**src/csru_ram.sv**
```systemverilog
// Generic single-write, single-read RAM with registered read data.
// No dependencies.
`default_nettype none
module csru_ram #(
  parameter int WIDTH = 8,
  parameter int DEPTH = 256
) (
  input  wire logic                     clk,
  input  wire logic                     we,
  input  wire logic [$clog2(DEPTH)-1:0] waddr,
  input  wire logic [WIDTH-1:0]         wdata,
  input  wire logic                     re,
  input  wire logic [$clog2(DEPTH)-1:0] raddr,
  output      logic [WIDTH-1:0]         rdata
);

  logic [WIDTH-1:0] mem [DEPTH];

  always_ff @(posedge clk) begin
    if (we) begin
      mem[waddr] <= wdata;
    end
    if (re) begin
      rdata <= mem[raddr];
    end
  end

endmodule
`default_nettype wire

```
**config.mk**
```make
export PLATFORM = sky130hd
export DESIGN_NAME = csru_ram
export DESIGN_NICKNAME = d
export VERILOG_FILES = /design/src/csru_ram.sv
export SDC_FILE = /design/constraint.sdc
export NUM_CORES = 2
export LEC_CHECK = 0
export BUFFER_PORTS_ARGS = -buffer_cell sky130_fd_sc_hd__buf_2
export CAP_MARGIN = 15
export CELL_PAD_IN_SITES_DETAIL_PLACEMENT = 0
export CELL_PAD_IN_SITES_GLOBAL_PLACEMENT = 1
export CORE_ASPECT_RATIO = 0.5
export CORE_MARGIN = 4
export CORE_UTILIZATION = 45
export DETAILED_ROUTE_END_ITERATION = 6
export PLACE_DENSITY_LB_ADDON = 0.1
export SLEW_MARGIN = 5
export SYNTH_ARGS = -nofsm -noshare
export SYNTH_HDL_FRONTEND = slang
export SYNTH_SLANG_ARGS = --single-unit
```
**constraint.sdc**
```tcl
create_clock -name clk -period 2.1 [get_ports clk]
set_input_delay 0.21 -clock clk [delete_from_list [all_inputs] [get_ports clk]]
set_output_delay 0.21 -clock clk [all_outputs]
set_load 0.05 [all_outputs]
```
* After elaboration in Yosys (flattened, before gate mapping) *
Memories as Yosys holds them, arrays and structs flattened. A register that Yosys moved wholly into a read port is not among the register bits.
Index checks and enable logic that the tools add are counted.
W data, S select, Z words.

storage, ports and cells
  flip-flop bits (word level) = 0
  RAM bits = 2048
  logic and storage cells = 3
  memories = 1

memory list
  memory  depth  bits a word  read ports  clocked after Yosys merged registers in  write ports  RTL line  text
  mem     256    8            1           1                                        1            17        logic [WIDTH-1:0] mem [DEPTH];

cells by class
  muxes and demuxes = 2

operator list
  cell     number
  $mux W1  2

* Depth between registers and ports, before layout *
  depth in word-level cells = 2
  mapped depth = 11
  depth with buffers taken out = 6

* Worst setup path after synthesis *
No wires, ideal clock.

  kind = input-to-reg
  from = in raddr[0]
  to = reg rdata[2] (read register of mem), data pin
  library setup time = 0.269 ns
  arrival = 2.017 ns
  required time = 1.831 ns
  slack = -0.186 ns
  stages on the path = 9
  path buffers = 4
  cells stage by stage = buf_6 -> buf_12 -> buf_8 -> buf_2 -> mux4_2 -> a22oi_1 -> a21oi_1 -> nor4_1 -> nor4_2

RTL lines
  element          RTL line  text
  start, declared  13        input wire logic [$clog2(DEPTH)-1:0] raddr,
  end, declared    14        output logic [WIDTH-1:0] rdata

==> metrics.txt <==
1st-iter DRT viols=approximately 4.7k; Sink Count=2,056; Layout Cells excl Fill=about 7k; largest fanout on the critical path=1; Pre-Repair DR Iteration Count=5; Core Region=roughly 170,000 um^2; Seq/Total Area, Yosys=77.5%; DP HPWL=around 150,000 um; CTS Root Cell=clkbuf_16; latest clock arrival within the worst-skew pair=roughly 0.85 ns; syn avg cell area=approximately 21 um^2; CP Class=reg -> reg; main flop type after synthesis=edfxtp_1; Peak Freq=around 0.42 GHz; Peak supply drop=~0.58 mV; routed wire length=218,000 um; P&R area growth vs syn=19.3%; vias in the first global route=41.6k; crit path from=mem[82][5]; io pins=35; Routed Antenna Nets=0; commonest non-fill, non-tap cells in the layout=edfxtp_1, buf_4, mux4_2, nor2_1, clkbuf_16; Yosys warnings=0; syn_nets=3,760; Synth cell types=between 50 and 60; Synth Register Bits=~2.1k; Worst slew margin=between 40% and 50%; routed vias=41.4k; Die X=between 600 and 700 um; Die Y=305 um; startpoint types=flop; DRC Markers=0; EDFF count, synth=2,056; row count=~110; CTS Buffer Depth=4; Post-Syn Instances=3,733; Port Buf Inserts=34; Initial Util=a little under half; TritonCTS clock tree=done; vias per inst=slightly below 6; hold_sp=waddr[3]; Placer Congestion=0.885; Max Slew Vio Count=0; CP Capture Type=flop; r2r startpoint=mem[82][5]; status=finished, violations left; asr flop ratio synth=0%; placed insts=between 6k and 7k; Worst-path clk slew=0.08 ns; final setup violation count=8; Worst-Margin Slew=between 0.8 and 0.9 ns; crit path time final=about 2.4 ns; clock buffer count from CTS=between 150 and 200; PD cells=around 900 nW/um^2; MaxCap Viol Count=0; Avg WL per Cell=31.0 um; die area=184,000 um^2; overflow left after global routing=0; RSZ-0062 raised after global routing=yes; final worst slack=-0.292 ns; Filler cells=roughly 13k; required time of the worst setup path=~2.7 ns; type of the most critical hold path=in -> reg; WHS=0.108 ns; Final period util=114%; initial antenna violation count=13; LEAKAGE=slightly above 30 nW; Syn Std Cell Area=~80,000 um^2; first-pass GRT wire length=312,000 um; H-Tree Level Count=4; register area=approximately 62,000 um^2; failing checks=negative setup slack; commonest non-fill, non-tap cell in the layout=edfxtp_1; WP data arrival=2.97 ns; layout cell share with drive strength beyond 1=34.4%; Setup Skew=0.0439 ns; largest net degree at the start of global routing=between 80 and 90; All-Layer GR Usage=between 20% and 30%; Multi-input gate area=roughly 17,000 um^2; Final Hold Fails=0; Final #Nets=4,557
-- path summary, 6_finish.rpt --
path,end,slack (ns),cells after the start
min reg2reg,rdata[3],1.14,7
min,mem[174][0],0.11,4
max reg2reg,rdata[5],-0.29,7
max,rdata[5],-0.29,7
-- critical path, cell delays in order (launching register included) --
cell	delay [ns]
edfxtp_1	0.36
mux4_2	0.51
a22o_1	0.24
a221oi_2	0.18
buf_4	0.20
o32ai_2	0.11
nor3_4	0.44
nor4_2	0.09
-- cell type report --
class / instances / area share (%)
inverters: 2 / 0.00790
clock inverters: 102 / 0.990
flip-flops and latches: 2056 / 65.0
well taps: 2365 / 3.11
diodes: 3 / 0.00790
multi-input cells: 1442 / 17.8
repair buffers: 842 / 8.01
clock buffers: 224 / 5.14
-- routing by layer --
metal  track usage, %  wire length (um)  vias up
met5                0                 0        -
met4             4.12              3490        0
met3             4.70             18100      234
met2             35.0             97900     1537
met1             37.1             98800    22300
li1                 -                 -    17300
-- power by group --
part | internal [W] | leakage [nW] | switching (W)
clock | 0.0186 | 2.84 | 0.0148
combinational | 0.00213 | 9.56 | 0.00316
sequential | 0.0452 | 18.5 | 0.0000499
-- cells in the mapped netlist (2+ instances only) --
| master | n | area [um^2] |
|---|---|---|
| o21ai_0 | 10 | 50.1 |
| nor4_1 | 24 | 150 |
| mux4_1 | 2 | 52.6 |
| clkbuf_1 | 111 | 417 |
| a221oi_1 | 13 | 114 |
| nor3_1 | 22 | 110 |
| buf_6 | 21 | 236 |
| nand3_1 | 34 | 170 |
| buf_2 | 31 | 155 |
| a2111oi_1 | 2 | 20.0 |
| edfxtp_1 | 2056 | 61700 |
| o211ai_1 | 10 | 75.1 |
| mux2i_1 | 134 | 1340 |
| buf_1 | 22 | 82.6 |
| nand4_1 | 10 | 62.6 |
| nand2b_1 | 8 | 50.1 |
| a2111oi_0 | 2 | 17.5 |
| a31oi_1 | 2 | 12.5 |
| or2_2 | 4 | 25.0 |
| a21oi_1 | 96 | 480 |
| o221ai_1 | 46 | 403 |
| mux4_2 | 454 | 10200 |
| buf_4 | 27 | 203 |
| a211oi_1 | 16 | 120 |
| buf_8 | 13 | 195 |
| o22a_1 | 5 | 43.8 |
| o32ai_1 | 4 | 35.0 |
| o21ai_1 | 2 | 10.0 |
| buf_12 | 8 | 160 |
| nand3b_1 | 2 | 15.0 |
| and2_1 | 6 | 37.5 |
| nor2_1 | 282 | 1060 |
| nor2b_1 | 31 | 194 |
| a22oi_1 | 133 | 998 |
| o22ai_1 | 28 | 175 |
| a311oi_1 | 2 | 17.5 |
| nand2_1 | 33 | 124 |
| a22o_1 | 8 | 70.1 |
| nor4_2 | 3 | 37.5 |
| and3b_1 | 2 | 17.5 |
-- state kept, by name, summed over array words and instances, names as in the netlist --
register and cells:
mem 2048, rdata 8
-- metrics by stage --
stage	power [W]	area, um^2	setup WS (ns)	utilization, %	TNS (ns)
4_1_cts	0.0847	94900	-0.310	54.3	-2.10
6_report	0.0840	95000	-0.292	54.4	-1.66
3_5_place_dp	0.0514	88800	-1.43	50.8	-8.87
2_1_floorplan	0.0485	79900	-0.0674	-	-0.451
5_1_grt	0.0869	95000	-0.393	54.4	-2.32
3_3_place_gp	0.0513	88800	-1.65	50.8	-9.59
-- what timing repair did --
action,CTS,global route
endpoints found under the hold margin,470,0
buffers inserted,0,0
hold buffers,9,0
setup endpoints to repair,8,8
pin swaps,19,14
gates resized for setup,43,21
-- logic make-up (layout without fill, tap and decap cells) --
logic type,after synthesis,count (layout),synth area share (%)
flops,2056,2056,77.5
mux,591,591,14.6
simple gates,466,466,2.63
compound gates,385,385,3.42
buf+inv,235,1170,1.83
other cells,0,3,0
Power figures use the tool's default switching activity.
